## src/hdl/pfe_pkg.sv

```systemverilog
// ----------------------------------------------------------------------------
// pfe_pkg
// Shared types, constants and helper functions of the Playfair digraph
// encryptor.
// ----------------------------------------------------------------------------
package pfe_pkg;

    localparam int unsigned SIDE     = 5;
    localparam int unsigned CELLS    = SIDE * SIDE;
    localparam int unsigned ALPHABET = 26;

    typedef logic [4:0] t_letter;
    typedef logic [4:0] t_place;
    typedef logic [2:0] t_coord;

    localparam t_letter LETTER_I = 5'd8;
    localparam t_letter LETTER_J = 5'd9;
    localparam t_letter LETTER_X = 5'd23;

    typedef enum logic [1:0] {
        CMD_NEW_KEY = 2'd0,
        CMD_KEY     = 2'd1,
        CMD_MSG     = 2'd2,
        CMD_END     = 2'd3
    } t_cmd;

    typedef enum logic [3:0] {
        S_IDLE,
        S_SEAL,
        S_RD_A,
        S_RD_B,
        S_CALC,
        S_ADDR0,
        S_ADDR1,
        S_FETCH,
        S_EMIT
    } t_state;

    // Requests from the sequencer to the square store.
    typedef struct packed {
        logic    clear;
        logic    place_en;
        t_letter place_letter;
    } t_store_ctl;

    function automatic t_coord row_of(input t_place p);
        t_coord r;
        if (p >= t_place'(4 * SIDE)) begin
            r = 3'd4;
        end else if (p >= t_place'(3 * SIDE)) begin
            r = 3'd3;
        end else if (p >= t_place'(2 * SIDE)) begin
            r = 3'd2;
        end else if (p >= t_place'(SIDE)) begin
            r = 3'd1;
        end else begin
            r = 3'd0;
        end
        return r;
    endfunction

    function automatic t_place times_side(input t_coord r);
        return t_place'({2'b00, r} << 2) + t_place'({2'b00, r});
    endfunction

    function automatic t_coord col_of(input t_place p);
        t_place rem;
        rem = p - times_side(row_of(p));
        return rem[2:0];
    endfunction

    // Step by one along a row or column, wrapping at the edge of the square.
    function automatic t_coord step_wrap(input t_coord v);
        return (v == t_coord'(SIDE - 1)) ? 3'd0 : v + 3'd1;
    endfunction

endpackage

```

## src/hdl/pfe_if.sv

```systemverilog
// ----------------------------------------------------------------------------
// pfe_in_if / pfe_out_if
// Valid/ready channels for command items and cipher pair items.
// ----------------------------------------------------------------------------
interface pfe_in_if;
    logic       valid;
    logic       ready;
    logic [1:0] cmd;
    logic [4:0] letter;

    modport source (output valid, output cmd, output letter, input ready);
    modport sink   (input valid, input cmd, input letter, output ready);
endinterface

interface pfe_out_if;
    logic       valid;
    logic       ready;
    logic [4:0] first_cipher;
    logic [4:0] second_cipher;

    modport source (output valid, output first_cipher, output second_cipher, input ready);
    modport sink   (input valid, input first_cipher, input second_cipher, output ready);
endinterface

```

## src/hdl/pfe_coord.sv

```systemverilog
// ----------------------------------------------------------------------------
// pfe_coord
// Shared cell address unit: maps the places of a pair to the cell index of
// one of its two cipher letters by the row, column or rectangle rule.
// ----------------------------------------------------------------------------
module pfe_coord (
    input  pfe_pkg::t_place i_pa,
    input  pfe_pkg::t_place i_pb,
    input  logic            i_second,
    output pfe_pkg::t_place o_cell
);
    import pfe_pkg::*;

    t_coord w_ra, w_ca, w_rb, w_cb;
    t_coord w_row_own, w_col_own, w_col_other;

    assign w_ra = row_of(i_pa);
    assign w_ca = col_of(i_pa);
    assign w_rb = row_of(i_pb);
    assign w_cb = col_of(i_pb);

    assign w_row_own   = i_second ? w_rb : w_ra;
    assign w_col_own   = i_second ? w_cb : w_ca;
    assign w_col_other = i_second ? w_ca : w_cb;

    always_comb begin
        if (w_ra == w_rb) begin
            o_cell = times_side(w_row_own) + t_place'({2'b00, step_wrap(w_col_own)});
        end else if (w_ca == w_cb) begin
            o_cell = times_side(step_wrap(w_row_own)) + t_place'({2'b00, w_col_own});
        end else begin
            o_cell = times_side(w_row_own) + t_place'({2'b00, w_col_other});
        end
    end

endmodule

```

## src/hdl/pfe_store.sv

```systemverilog
// ----------------------------------------------------------------------------
// pfe_store
// The square: cell memory, letter place memory, used marks and fill count.
// Places a letter only if it is new and the square is not full.
// ----------------------------------------------------------------------------
module pfe_store (
    input  logic                 i_clk,
    input  logic                 i_rst_n,
    input  pfe_pkg::t_store_ctl  i_ctl,
    input  pfe_pkg::t_letter     i_place_addr,
    input  pfe_pkg::t_place      i_cell_addr,
    output pfe_pkg::t_place      o_place_data,
    output pfe_pkg::t_letter     o_cell_data
);
    import pfe_pkg::*;

    t_letter             r_cells  [CELLS];
    t_place              r_places [ALPHABET];
    logic [ALPHABET-1:0] r_used;
    t_place              r_fill;
    t_place              r_place_rd;
    t_letter             r_cell_rd;
    logic                w_do_place;

    assign w_do_place = i_ctl.place_en && !r_used[i_ctl.place_letter]
                        && (r_fill < t_place'(CELLS));

    always_ff @(posedge i_clk) begin
        if (!i_rst_n || i_ctl.clear) begin
            r_used <= '0;
            r_fill <= '0;
        end else if (w_do_place) begin
            r_used[i_ctl.place_letter] <= 1'b1;
            r_fill                     <= r_fill + t_place'(1);
        end
    end

    always_ff @(posedge i_clk) begin
        if (w_do_place) begin
            r_cells[r_fill]                <= i_ctl.place_letter;
            r_places[i_ctl.place_letter]   <= r_fill;
        end
        r_place_rd <= r_places[i_place_addr];
        r_cell_rd  <= r_cells[i_cell_addr];
    end

    assign o_place_data = r_place_rd;
    assign o_cell_data  = r_cell_rd;

endmodule

```

## src/hdl/pfe_ctrl.sv

```systemverilog
// ----------------------------------------------------------------------------
// pfe_ctrl
// Sequencer: decodes command items, sweeps the alphabet to seal the square,
// and walks a pair through place and cell lookups to the output register.
// ----------------------------------------------------------------------------
module pfe_ctrl (
    input  logic                i_clk,
    input  logic                i_rst_n,
    pfe_in_if.sink              i_in,
    pfe_out_if.source           o_out,
    output pfe_pkg::t_store_ctl o_store,
    output pfe_pkg::t_letter    o_place_addr,
    output pfe_pkg::t_place     o_cell_addr,
    input  pfe_pkg::t_place     i_place_data,
    input  pfe_pkg::t_letter    i_cell_data
);
    import pfe_pkg::*;

    t_state  r_state, n_state;
    logic    r_sealed;
    logic    r_held_valid;
    logic    r_prior_valid;
    t_letter r_held, r_prior;
    t_letter r_a, r_b;
    t_letter r_seal_idx;
    t_place  r_pa, r_pb;
    t_letter r_c0, r_c1;
    logic    r_out_valid;
    t_letter r_out_first, r_out_second;

    logic    w_ready, w_acc, w_ok, w_slot_free;
    t_cmd    w_cmd;
    t_letter w_fold, w_msg;

    assign w_cmd       = t_cmd'(i_in.cmd);
    assign w_acc       = i_in.valid && w_ready;
    assign w_ok        = i_in.letter < t_letter'(ALPHABET);
    assign w_fold      = (i_in.letter == LETTER_J) ? LETTER_I : i_in.letter;
    assign w_msg       = (r_prior_valid && w_fold == r_prior) ? LETTER_X : w_fold;
    assign w_slot_free = !r_out_valid || o_out.ready;

    pfe_coord u_coord (
        .i_pa     (r_pa),
        .i_pb     (r_pb),
        .i_second (r_state == S_ADDR1),
        .o_cell   (o_cell_addr)
    );

    // Next state
    always_comb begin
        n_state = r_state;
        unique case (r_state)
            S_IDLE: begin
                if (w_acc) begin
                    unique case (w_cmd)
                        CMD_NEW_KEY: n_state = S_IDLE;
                        CMD_KEY:     n_state = S_IDLE;
                        CMD_MSG: begin
                            if (w_ok) begin
                                if (!r_sealed) begin
                                    n_state = S_SEAL;
                                end else if (r_held_valid) begin
                                    n_state = S_RD_A;
                                end
                            end
                        end
                        CMD_END: begin
                            if (r_held_valid) begin
                                n_state = S_RD_A;
                            end
                        end
                    endcase
                end
            end
            S_SEAL: begin
                // A pair is waiting exactly when the held letter was consumed.
                if (r_seal_idx == t_letter'(ALPHABET - 1)) begin
                    n_state = r_held_valid ? S_IDLE : S_RD_A;
                end
            end
            S_RD_A:  n_state = S_RD_B;
            S_RD_B:  n_state = S_CALC;
            S_CALC:  n_state = S_ADDR0;
            S_ADDR0: n_state = S_ADDR1;
            S_ADDR1: n_state = S_FETCH;
            S_FETCH: n_state = S_EMIT;
            S_EMIT: begin
                if (w_slot_free) begin
                    n_state = S_IDLE;
                end
            end
            default: n_state = S_IDLE;
        endcase
    end

    // Outputs
    always_comb begin
        w_ready               = i_rst_n && (r_state == S_IDLE);
        o_store.clear         = w_acc && (w_cmd == CMD_NEW_KEY);
        o_store.place_en      = 1'b0;
        o_store.place_letter  = w_fold;
        o_place_addr          = r_b;
        unique case (r_state)
            S_IDLE: begin
                o_store.place_en = w_acc && (w_cmd == CMD_KEY) && w_ok && !r_sealed;
            end
            S_SEAL: begin
                o_store.place_en     = (r_seal_idx != LETTER_J);
                o_store.place_letter = r_seal_idx;
            end
            S_RD_A: o_place_addr = r_a;
            default: ;
        endcase
    end

    assign i_in.ready          = w_ready;
    assign o_out.valid         = r_out_valid;
    assign o_out.first_cipher  = r_out_first;
    assign o_out.second_cipher = r_out_second;

    always_ff @(posedge i_clk) begin
        if (!i_rst_n) begin
            r_state       <= S_IDLE;
            r_sealed      <= 1'b0;
            r_held_valid  <= 1'b0;
            r_prior_valid <= 1'b0;
            r_seal_idx    <= '0;
            r_out_valid   <= 1'b0;
        end else begin
            r_state <= n_state;
            if (r_state == S_IDLE && w_acc) begin
                unique case (w_cmd)
                    CMD_NEW_KEY: begin
                        r_sealed      <= 1'b0;
                        r_held_valid  <= 1'b0;
                        r_prior_valid <= 1'b0;
                    end
                    CMD_KEY: ;
                    CMD_MSG: begin
                        if (w_ok) begin
                            r_prior_valid <= 1'b1;
                            r_held_valid  <= !r_held_valid;
                            r_seal_idx    <= '0;
                        end
                    end
                    CMD_END: begin
                        r_held_valid  <= 1'b0;
                        r_prior_valid <= 1'b0;
                    end
                endcase
            end
            if (r_state == S_SEAL) begin
                r_seal_idx <= r_seal_idx + t_letter'(1);
                if (r_seal_idx == t_letter'(ALPHABET - 1)) begin
                    r_sealed <= 1'b1;
                end
            end
            if (r_state == S_EMIT && w_slot_free) begin
                r_out_valid <= 1'b1;
            end else if (o_out.ready) begin
                r_out_valid <= 1'b0;
            end
        end
    end

    always_ff @(posedge i_clk) begin
        if (r_state == S_IDLE && w_acc) begin
            if (w_cmd == CMD_MSG && w_ok) begin
                r_prior <= w_msg;
                if (r_held_valid) begin
                    r_a <= r_held;
                    r_b <= w_msg;
                end else begin
                    r_held <= w_msg;
                end
            end else if (w_cmd == CMD_END) begin
                r_a <= r_held;
                r_b <= LETTER_X;
            end
        end
        if (r_state == S_RD_B) begin
            r_pa <= i_place_data;
        end
        if (r_state == S_CALC) begin
            r_pb <= i_place_data;
        end
        if (r_state == S_ADDR1) begin
            r_c0 <= i_cell_data;
        end
        if (r_state == S_FETCH) begin
            r_c1 <= i_cell_data;
        end
        if (r_state == S_EMIT && w_slot_free) begin
            r_out_first  <= r_c0;
            r_out_second <= r_c1;
        end
    end

endmodule

```

## src/hdl/playfair_digraph_encryptor_core.sv

```systemverilog
// ----------------------------------------------------------------------------
// playfair_digraph_encryptor_core
// A new-key, key letter or end item without a pending letter is handled in
// the idle state. The first message letter after a new key seals the square
// with a sweep over the alphabet. A message or end item completing a pair
// steps through states RD_A to EMIT before the next item is accepted, plus
// any wait for the output register to free: the place and cell tables each
// have a single registered read port, so the two places and the two cipher
// cells are fetched in turn. Only the end item emits a padded pair.
// ----------------------------------------------------------------------------
module playfair_digraph_encryptor_core (
    input  logic      i_clk,
    input  logic      i_rst_n,
    pfe_in_if.sink    i_in,
    pfe_out_if.source o_out
);
    import pfe_pkg::*;

    t_store_ctl w_store;
    t_letter    w_place_addr;
    t_place     w_cell_addr;
    t_place     w_place_data;
    t_letter    w_cell_data;

    pfe_store u_store (
        .i_clk        (i_clk),
        .i_rst_n      (i_rst_n),
        .i_ctl        (w_store),
        .i_place_addr (w_place_addr),
        .i_cell_addr  (w_cell_addr),
        .o_place_data (w_place_data),
        .o_cell_data  (w_cell_data)
    );

    pfe_ctrl u_ctrl (
        .i_clk        (i_clk),
        .i_rst_n      (i_rst_n),
        .i_in         (i_in),
        .o_out        (o_out),
        .o_store      (w_store),
        .o_place_addr (w_place_addr),
        .o_cell_addr  (w_cell_addr),
        .i_place_data (w_place_data),
        .i_cell_data  (w_cell_data)
    );

endmodule

```

## src/flat_wrapper.sv

```systemverilog
// flat-port wrapper written by rule: the top's interface ports become plain ports
module playfair_digraph_encryptor_core_flat import pfe_pkg::*;
  (i_clk, i_rst_n, i_in_valid, i_in_cmd, i_in_letter, i_in_ready, o_out_valid, o_out_first_cipher, o_out_second_cipher, o_out_ready);
  pfe_in_if i_in_i ();
  pfe_out_if o_out_i ();
  input  logic i_clk;
  input  logic i_rst_n;
  input wire logic [$bits(i_in_i.valid)-1:0] i_in_valid;
  input wire logic [$bits(i_in_i.cmd)-1:0] i_in_cmd;
  input wire logic [$bits(i_in_i.letter)-1:0] i_in_letter;
  output wire logic [$bits(i_in_i.ready)-1:0] i_in_ready;
  output wire logic [$bits(o_out_i.valid)-1:0] o_out_valid;
  output wire logic [$bits(o_out_i.first_cipher)-1:0] o_out_first_cipher;
  output wire logic [$bits(o_out_i.second_cipher)-1:0] o_out_second_cipher;
  input wire logic [$bits(o_out_i.ready)-1:0] o_out_ready;
  assign i_in_i.valid = i_in_valid;
  assign i_in_i.cmd = i_in_cmd;
  assign i_in_i.letter = i_in_letter;
  assign i_in_ready = i_in_i.ready;
  assign o_out_valid = o_out_i.valid;
  assign o_out_first_cipher = o_out_i.first_cipher;
  assign o_out_second_cipher = o_out_i.second_cipher;
  assign o_out_i.ready = o_out_ready;
  playfair_digraph_encryptor_core u_core (.i_clk(i_clk), .i_rst_n(i_rst_n), .i_in(i_in_i), .o_out(o_out_i));
endmodule
```

## config.mk

```make
export PLATFORM = sky130hd
export DESIGN_NAME = playfair_digraph_encryptor_core_flat
export DESIGN_NICKNAME = d
export VERILOG_FILES = /design/src/hdl/pfe_pkg.sv /design/src/hdl/pfe_if.sv /design/src/hdl/pfe_coord.sv /design/src/hdl/pfe_store.sv /design/src/hdl/pfe_ctrl.sv /design/src/hdl/playfair_digraph_encryptor_core.sv /design/src/flat_wrapper.sv
export SDC_FILE = /design/constraint.sdc
export NUM_CORES = 1
export LEC_CHECK = 0
export ABC_AREA = 1
export ABC_CLOCK_PERIOD_IN_PS = 8600
export BUFFER_PORTS_ARGS = -buffer_cell sky130_fd_sc_hd__buf_4
export CORE_MARGIN = 2
export CORE_UTILIZATION = 40
export CTS_CLUSTER_DIAMETER = 30
export CTS_CLUSTER_SIZE = 8
export DETAILED_ROUTE_END_ITERATION = 16
export MAX_ROUTING_LAYER = met4
export SLEW_MARGIN = 20
export SYNTH_ARGS = -nofsm -noshare
export SYNTH_HDL_FRONTEND = slang
export SYNTH_SLANG_ARGS = --single-unit
```

## constraint.sdc

```tcl
create_clock -name i_clk -period 8.6 [get_ports i_clk]
set_clock_uncertainty 0.2 [all_clocks]
set_input_delay 0 -clock i_clk [delete_from_list [all_inputs] [get_ports i_clk]]
set_output_delay 0 -clock i_clk [all_outputs]
set_load 0.005 [all_outputs]
```

Word-level counts from Yosys, hierarchy flattened
Memories as Yosys holds them, arrays and structs flattened. A register that Yosys moved wholly into a read port is not among the register bits.
Index checks and enable logic that the tools add are counted.
Widths: inputs -> output; s select.
{"block": "totals", "ramBits": 255, "register_bits": 94, "in_bits": 11, "out_inout_bits": 12, "memories": 2}
{"name": "u_core.u_store.r_places", "words": 26, "width": 5, "read_ports": 1, "rd_ports_with_merged_regs": 1, "wr": 1, "line": "pfe_store.sv:18", "source": "t_place r_places [ALPHABET];"}
{"name": "u_core.u_store.r_cells", "words": 25, "width": 5, "read_ports": 1, "rd_ports_with_merged_regs": 1, "wr": 1, "line": "pfe_store.sv:17", "source": "t_letter r_cells [CELLS];"}
{"block": "classes", "muxes": 55, "n_lt_le_gt_ge": 12, "eq_ne": 25, "bitwise_logic": 2, "n_reduce_logical": 36, "add_sub_neg": 13}
{"operator": "$mux 5", "n": 16}
{"operator": "$pmux 4 s9", "n": 1}
{"operator": "$mux 3", "n": 11}
{"operator": "$or 26x26->26", "n": 1}
{"operator": "$add 5x3->5", "n": 5}
{"operator": "$mux 4", "n": 6}
{"operator": "$ge 5x4->1 const B", "n": 4}
{"operator": "$eq 4x3->1 const B", "n": 4}
{"operator": "$mux 1", "n": 14}
{"operator": "$logic_and 1x1->1", "n": 13}
{"operator": "$pmux 4 s3", "n": 1}
{"operator": "$reduce_and 3->1", "n": 4}
{"operator": "$reduce_bool 2->1", "n": 6}
{"operator": "$add 5x1->5 const B", "n": 2}
{"operator": "$ge 5x3->1 const B", "n": 2}
{"operator": "$ge 5x5->1 const B", "n": 2}
{"operator": "$lt 5x5->1 const B", "n": 2}
{"operator": "$ne 2x2->1 const B", "n": 5}
{"operator": "$eq 4x2->1 const B", "n": 2}
{"operator": "$add 3x1->3 const B", "n": 2}
{"operator": "$add 3x3->3", "n": 2}
{"operator": "$eq 3x3->1", "n": 2}
{"operator": "$eq 3x3->1 const B", "n": 2}
{"operator": "$lt 5x6->1 const B", "n": 1}
{"operator": "other kinds (23)", "n": 33}

Logic depth before layout (Yosys ltp)
Gate-level depths: netlist of run 1.
{"block": "depth", "word_depth": 12, "ltp_mapped": 33, "ltp_nobuf": 32}

Modules after synthesis
From an unflattened synthesis of run 1, not the netlist that was laid out.
{"block": "hier_totals", "hier_cells": 1589, "hier_area_um2": 16388.2}
{"mod": "pfe_store", "cells_per_inst": 1142, "seq_area_each_um2": 8478.1, "n_inst": 1, "area_per_inst_um2": 12489.5}
{"mod": "pfe_ctrl", "cells_per_inst": 239, "seq_area_each_um2": 1761.7, "n_inst": 1, "area_per_inst_um2": 2683.8}
{"mod": "pfe_coord", "cells_per_inst": 208, "seq_area_each_um2": 0.0, "n_inst": 1, "area_per_inst_um2": 1214.9}

Worst setup path after synthesis of run 1
OpenSTA, ideal clock, no wires.
{"block": "synth_timing", "kind": "flip-flop to flip-flop", "start": "register u_core.u_ctrl.r_pa[1]", "end": "register u_core.u_store.r_cell_rd[0] (netlist: u_core.u_store.o_cell_data[0]), read port of u_core.u_store.r_cells", "path_stages_with_launch": 30, "setup_slack_ns": 3.786, "arrival_ns": 4.501, "cell_sequence": "edfxtp_1 -> nand2_1 -> nor2_1 -> nor2_1 -> nand2_1 -> nand2_1 -> inv_1 -> ha_1 -> inv_1 -> ha_1 -> nor2_1 -> fa_1 -> or2_2 -> o21ai_0 -> inv_1 -> ha_1 -> a21oi_1 -> ha_1 -> inv_1 -> fa_1 -> or2_2 -> nand2_1 -> nand2_1 -> nand2_1 -> clkbuf_1 -> nand3_1 -> nand3_1 -> nand2_1 -> nand2_1 -> nand2_1"}
{"block": "synth_between", "elab_chain_cells": 12, "word_cells_on_any_way": 28, "classes_between": "9 x add/sub; 4 x order compare; 4 x eq/ne; 11 x mux"}
{"element": "start: declaration", "line": "pfe_ctrl.sv:26", "source": "t_place r_pa, r_pb;"}
{"element": "start signal: assignment", "line": "pfe_ctrl.sv:182", "source": "r_pa <= i_place_data;"}
{"element": "$ge 5x3->1", "line": "pfe_pkg.sv:54", "source": "end else if (p >= t_place'(SIDE)) begin"}
{"element": "$mux 1", "line": "pfe_pkg.sv:54"}
{"element": "$mux 3", "line": "pfe_pkg.sv:52", "source": "end else if (p >= t_place'(2 * SIDE)) begin"}
{"element": "$mux 3", "line": "pfe_pkg.sv:50", "source": "end else if (p >= t_place'(3 * SIDE)) begin"}
{"element": "$mux 3", "line": "pfe_pkg.sv:48", "source": "if (p >= t_place'(4 * SIDE)) begin"}
{"element": "$add 3x3->3 / $mux 3 (equally long branches)", "line": "pfe_pkg.sv:63, pfe_coord.sv:22"}
{"element": "$sub 3x3->3, or another cell as far along", "line": "pfe_pkg.sv:68", "source": "rem = p - times_side(row_of(p));"}
{"element": "$mux 3, on equally long branches", "line": "pfe_coord.sv:23, pfe_pkg.sv:74"}
{"element": "$add 3x1->3, or another cell as far along", "line": "pfe_pkg.sv:74", "source": "return (v == t_coord'(SIDE - 1)) ? 3'd0 : v + 3'd1;"}
{"element": "$mux 3 / $add 5x3->5 (equally long branches)", "line": "pfe_pkg.sv:74, pfe_coord.sv:30"}
{"element": "$add 5x3->5 / $mux 5 (equally long branches)", "line": "pfe_coord.sv:28, pfe_coord.sv:29"}
{"element": "$mux 5 *", "line": "pfe_coord.sv:27", "source": "if (w_ra == w_rb) begin"}
{"element": "end: declaration", "line": "pfe_store.sv:22", "source": "t_letter r_cell_rd;"}
Mark *: on every way between the ends. The rest lies on a longest branch, timed or not.
A chain may end at the register's enable or synchronous reset.

Worst setup path in the final report of run 1
{"block": "layout_timing", "start": "register u_core.u_ctrl.r_pa[1]", "end": "register u_core.u_store.r_cell_rd[4] (netlist: u_core.u_store.o_cell_data[4]), read port of u_core.u_store.r_cells"}
Same word-level chain as after synthesis.

==> flow_summary.toml, run 1 <==
[run_status]
status = "finished, final reports clean"

[logic_synthesis]
synth-seq-cells = 359
avgSynthCellArea_um2 = 10.3
synth_cells = 1576
synth_cell_types = 51
yosys_warnings = 0
synth_top_area_cell = "edfxtp_1"
synth_edf_count = 305
synthesis.nets = 1625
synth_seq_area_share_pct = 63.0
synthFlopType = "edfxtp_1"
synth.cell_area_um2 = 16200
synth_area_leaders = "edfxtp_1 (56%), dfxtp_1 (6.7%), inv_1 (6.0%), nand3_1 (5.7%), nand2_1 (5.3%)"
synth_top_area_share_pct = 56.4
async_reset_ff_share_pct = 0

[sta]
worst_pin_slew_ns = 1.13
drv_slew = 0
relSlewSlack_pct = 24.8
fin_crit_sh_pct = 67.1
final_hold_viol_count = 0
max_freq_mhz = 173
fin_crit_ns = 5.77
finalSetupTns_ns = 0
rsz0062_at_grt = "no"
setup_viol = 0

[routing]
postRouteAntennaNets = 0
drt_iter0_drc = 877
finalWirelength_um = 37800
drc = 0
vias = 11184
wl_per_cell_um = 17.1
viasPerCell = 5.05
drt_first_pass_iters = 5

[critical_path]
cp-end-kind = "flip-flop"
cp-start-kind = "flip-flop"
path_buf_inv = 6
crit_start = "u_core.u_ctrl.r_pa[1]"
cp_top_family = "adder cells"
worstReg2RegStart = "u_core.u_ctrl.r_pa[1]"
worst-path-max-fanout = 31
critPathMostFrequentCell = "nand2_1"
critPathKind = "reg -> reg"
cpPeakStageDelay_ns = 0.52
worstPathRequired_ns = 8.84
critPathSlowestCell = "inv_1"
worstPathArrival_ns = 6.01

[floorplan]
die_h_um = 206
num_io_pins = 23
std_cell_rows = 73
die_x_um = 206
die_area_um2 = 42200
design.core.area_um2 = 39900
start_util_pct = 40.7

[finish]
reg_top3 = "u_core.u_store.r_places (130), u_core.u_store.r_cells (125), u_core.u_store.r_used (26)"
max_flop_register = "u_core.u_store.r_places"
drive_gt1_share_pct = 10.4
seq_area_um2 = 10200
final_util_pct = 48.1
largest_reg_flops = 130
n_antenna_cell = 0
fillers = 3572
multi_input_area_um2 = 4720
area_growth_pct = 18.2
layout.nets = 1689

[clocking]
cts_htree_levels = 3
clk_pin_slew_ns = 0.05
cts_root_buf = "clkbuf_16"
clock_sinks = 359
cts_buffers = 68
cts.path.max_buffers = 3
cts_resized = 0
cts_tree = "built"
postCtsSetupRepairBufs = 0
insertion_delay_ns = 0.56

[global_routing]
grt_pass1_vias = 11201
grt_max_degree = 67
gr-total-overflow = 0
grt_pass1_wl_um = 59800
antenna_found_initial = 0
track_usage_pct = 18.9

[min_path]
min_from = "i_rst_n"
hold_path.class = "in -> reg"

[pwr]
p_leak_nw = 7.69
powerDensity_nw_per_um2 = 233
ir_drop_v = 0.000126

[placed_design]
place_congestion = 0.874
dpl.hpwl_um = 24100
io_buffers = 22

[job]
cap_viol_max_count = 0
## worst paths after layout
path	end	slack [ns]	cells after the start
worst max register to register	u_core.u_store.o_cell_data[4]	2.83	29
worst max-delay path	u_core.u_store.o_cell_data[4]	2.83	29
worst min register to register	u_core.u_ctrl.r_a[0]	0.21	0
worst min-delay path	u_core.u_ctrl.r_seal_idx[3]	0.08	3
## cell type report
class | count | share of cell area [%]
clock buffers | 86 | 9.70
clock inverters | 33 | 1.51
inverters | 270 | 5.32
multi-input cells | 891 | 24.6
flip-flops and latches | 359 | 53.3
well taps | 525 | 3.42
repair buffers | 50 | 2.16
## report_power, final
group | total, mW | switching [mW] | internal (mW) | leakage, nW
logic | 0.119 | 0.0893 | 0.0297 | 3.48
registers | 1.91 | 0.00590 | 1.90 | 3.16
clock network | 2.45 | 0.817 | 1.64 | 1.04
## metrics by stage
step	power (mW)	hold slack (ns)	cells	area, µm²	setup slack [ns]
final	4.48	0.0771	2214	19200	2.83
after global routing	4.60	0.0922	2214	19200	2.27
after CTS	4.51	0.0512	2214	19200	2.80
after detailed placement	2.05	0.0783	2079	16900	2.83
after global placement	2.05	0.0739	2079	16900	2.93
after floorplan	2.00	-0.102	1576	16200	3.79
## placed cells by master (no fill, tap or decap), types with 13 or more instances in the layout
cell	n
buf_4	34
o21ai_1	13
nand2_1	230
xor2_1	15
clkbuf_16	70
ha_1	32
o21ai_0	99
edfxtp_1	305
o22ai_1	24
inv_1	261
o221ai_1	18
dfxtp_1	52
clkinv_1	17
dlygate4sd3_1	16
nand3_1	185
a21oi_1	51
nor2_1	141
## metal layers
layer	routed length, µm	GRT usage, %
met1	16400	23.4
met3	2300	3.37
met2	18300	31.2
met5	0	-
met4	845	6.94
## synth_stat cells, drive strengths merged (2+ instances only)
cell	count
inv	266
nand3	187
nor3	10
clkbuf	28
dfxtp	54
nand2	241
buf	28
mux2	4
a21oi	53
o21ai	115
a221oi	2
o211ai	7
o221ai	18
o21a	4
xor2	15
or2	8
xnor2	3
a31oi	2
ha	32
edfxtp	305
nor2	149
clkinv	4
fa	6
o22ai	24
nand4	2
## worst register-to-register path: cells and delay by family (launching register included)
kind                     cells  cell delay [ns]
flip-flops                   1             0.45
AND/OR/NAND/NOR             15             1.80
adder cells (fa/ha/maj)      6             1.79
buffers and inverters        6             1.12
AO/OA/AOI/OAI                2             0.31
## cell families after synthesis
kind of cell    Yosys count  share of synthesized area, %
compound gates          231                          8.18
buf+inv                 326                          7.94
simple gates            599                          16.3
fa+ha+maj                38                          3.20
flops                   359                          63.0
mux                       5                         0.339
xor+xnor                 18                         0.971
## timing repair
| item | CTS | global route |
|---|---|---|
| endpoints found under the setup margin | 0 | 0 |
| hold endpoints to repair | 65 | 0 |
| hold buffers | 16 | 0 |
Note: power is estimated with default switching activity, not from simulation.
==> run 2, diff against run 1 <==
--- a/config.mk
+++ b/config.mk
@@ -6,7 +6,7 @@
 export NUM_CORES = 1
 export LEC_CHECK = 0
 export ABC_AREA = 1
-export ABC_CLOCK_PERIOD_IN_PS = 8600
+export ABC_CLOCK_PERIOD_IN_PS = 6000
 export BUFFER_PORTS_ARGS = -buffer_cell sky130_fd_sc_hd__buf_4
 export CORE_MARGIN = 2
 export CORE_UTILIZATION = 40
==> constraint.sdc (replaced) <==
create_clock -name i_clk -period 6 [get_ports i_clk]
set_clock_uncertainty 0.2 [all_clocks]
set_input_delay 0 -clock i_clk [delete_from_list [all_inputs] [get_ports i_clk]]
set_output_delay 0 -clock i_clk [all_outputs]
set_load 0.005 [all_outputs]
==> run 2 against run 1 <==
  * Sequential power rose by 43%
  * Count of clock-buffer cells in the layout did not move
  * Combinational power rose by 49%
  * Cell count barely moved
  * Die area did not move
  * Clock power rose by 45%
  * Register-to-register slack got worse by 2.3 ns
  * Setup slack got worse by 2.3 ns
  * Final area rose by 0.36%
  * Non-clock buffer count rose by 9
  * Total power rose by 44%
  * Sequential share of layout area fell by 0.20 points
  * Largest cell class unchanged
==> flow_summary.toml, run 2 (synthesis results as in run 1) <==
[critical_path]
r2r_slack_ns = 0.51
worst-path-max-fanout = 11
cpPeakStageDelay_ns = 0.51
critPathSlowestCell = "fa_1"
critPathKind = "reg -> reg"
r2r-end = "u_core.u_store.o_cell_data[2]"
worstPathRequired_ns = 6.23
cp-start-kind = "flip-flop"
reg2regPathDepth = 28
critPathMostFrequentCell = "nand2_1"
cp-end-kind = "flip-flop"
worstReg2RegStart = "u_core.u_ctrl.r_pa[2]"
worstPathArrival_ns = 5.73

[global_routing]
grt_max_degree = 67
grt_use_met1_pct = 24.1
top_usage_layer = "met2"
grt_pass1_vias = 11345
grt_pass1_wl_um = 60700
grt_use_met3_pct = 3.91
antenna_found_initial = 0
gr-total-overflow = 0
grt.met2_usage_pct = 30.4
track_usage_pct = 19.1

[sta]
worst_pin_slew_ns = 1.03
relSlewSlack_pct = 31.4
setup_viol = 0
fin_crit_ns = 5.49
rsz0062_at_grt = "no"
whs_ns = 0.0861
finalSetupTns_ns = 0
drv_slew = 0
fin_crit_sh_pct = 91.5
final_hold_viol_count = 0
max_freq_mhz = 182

[finish]
layout_common_cells = "edfxtp_1 (305), inv_1 (261), nand2_1 (230), nand3_1 (185), nor2_1 (141)"
max_flop_register = "u_core.u_store.r_places"
largest_reg_flops = 130
fillers = 3549
layout.nets = 1696
fin_cells = 2216
drive_gt1_share_pct = 10.6
n_antenna_cell = 0
finish.instance_area_um2 = 19300
multi_input_area_um2 = 4720
seq_area_um2 = 10200
area_growth_pct = 18.6
reg_top3 = "u_core.u_store.r_places (130), u_core.u_store.r_cells (125), u_core.u_store.r_used (26)"
layout_commonest_cell = "edfxtp_1"

[routing]
finalWirelength_um = 38400
postRouteAntennaNets = 0
viasPerCell = 5.18
drc = 0
wl_per_cell_um = 17.3
drt_first_pass_iters = 5
vias = 11472
drt_iter0_drc = 1039

[placed_design]
dp.cells = 2087
io_buffers = 22
place_congestion = 0.864
placed_area_um2 = 17000
dpl.hpwl_um = 24900

[floorplan]
die_x_um = 206
start_util_pct = 40.7
die_area_um2 = 42200
num_io_pins = 23
std_cell_rows = 73
die_h_um = 206
design.core.area_um2 = 39900

[clocking]
cts_htree_levels = 3
cts_buffers = 66
cts_tree = "built"
cts_root_buf = "clkbuf_16"
clk_pin_slew_ns = 0.05
clock_sinks = 359
insertion_delay_ns = 0.54
cts.path.max_buffers = 3

[min_path]
min_to = "u_core.u_ctrl.r_seal_idx[3]"
worstHoldPathCells = 3
min_from = "i_rst_n"
hold_path.class = "in -> reg"

[pwr]
ir_drop_v = 0.000206
p_leak_nw = 7.73
powerDensity_nw_per_um2 = 335
power.total_mw = 6.46

[job]
cap_viol_max_count = 0

[run_status]
status = "finished, final reports clean"
==> run 2: cell type report <==
class	instances	share of cell area (%)
Inverter	270	5.30
Timing Repair Buffer	59	2.58
Clock buffer	86	9.45
Clock inverter	26	1.65
Sequential cell	359	53.1
Tap cell	525	3.41
Multi-Input combinational cell	891	24.5
==> run 2: how the worst max path moves through the flow <==
stage	startpoint	to	slack, ns
4_1_cts	u_core.u_ctrl.r_pa[2]	u_core.u_store.o_cell_data[0]	0.44
3_5_place_dp	u_core.u_ctrl.r_pa[2]	u_core.u_store.o_cell_data[0]	0.47
2_1_floorplan	u_core.u_ctrl.r_pa[1]	u_core.u_store.o_cell_data[0]	1.19
6_report	u_core.u_ctrl.r_pa[2]	u_core.u_store.o_cell_data[2]	0.51
3_3_place_gp	u_core.u_ctrl.r_pa[1]	u_core.u_store.o_cell_data[2]	0.57
5_1_grt	u_core.u_ctrl.r_pa[2]	u_core.u_store.o_cell_data[2]	0.03
==> run 2: metrics by stage <==
step / utilization, % / setup WS, ns
finish: 48.3 / 0.509
global route: 48.3 / 0.0265
floorplan: - / 1.19
global placement: 42.5 / 0.574
CTS: 48.3 / 0.443
detailed placement: 42.5 / 0.469
==> run 2: where the power goes <==
| part | internal (mW) | switching, mW | total, mW |
|---|---|---|---|
| registers | 2.72 | 0.00544 | 2.73 |
| clock network | 2.41 | 1.14 | 3.55 |
| logic | 0.0447 | 0.132 | 0.177 |
==> run 2: per-layer routing <==
layer | part of all wire (%) | vias to the layer above
met3 | 6.6 | 87
met4 | 2.9 | 0
li1 | - | 5479
met2 | 48 | 368
met5 | 0 | -
met1 | 43 | 5538
==> run 2: timing repair <==
item                                    in CTS  in global routing
endpoints found under the setup margin       0                  5
resized for setup                            0                  1
endpoints found under the hold margin       62                  0
hold buffers                                17                  0
buffers inserted                             0                  0
==> run 2: critical path: cells and delay by family (launching register included) <==
| family | cells | cell delay [ns] |
|---|---|---|
| adder cells (fa/ha/maj) | 5 | 1.78 |
| AO/OA/AOI/OAI | 2 | 0.28 |
| buffers and inverters | 4 | 0.63 |
| XOR/XNOR | 2 | 0.37 |
| AND/OR/NAND/NOR | 15 | 1.66 |
| flip-flops | 1 | 0.45 |
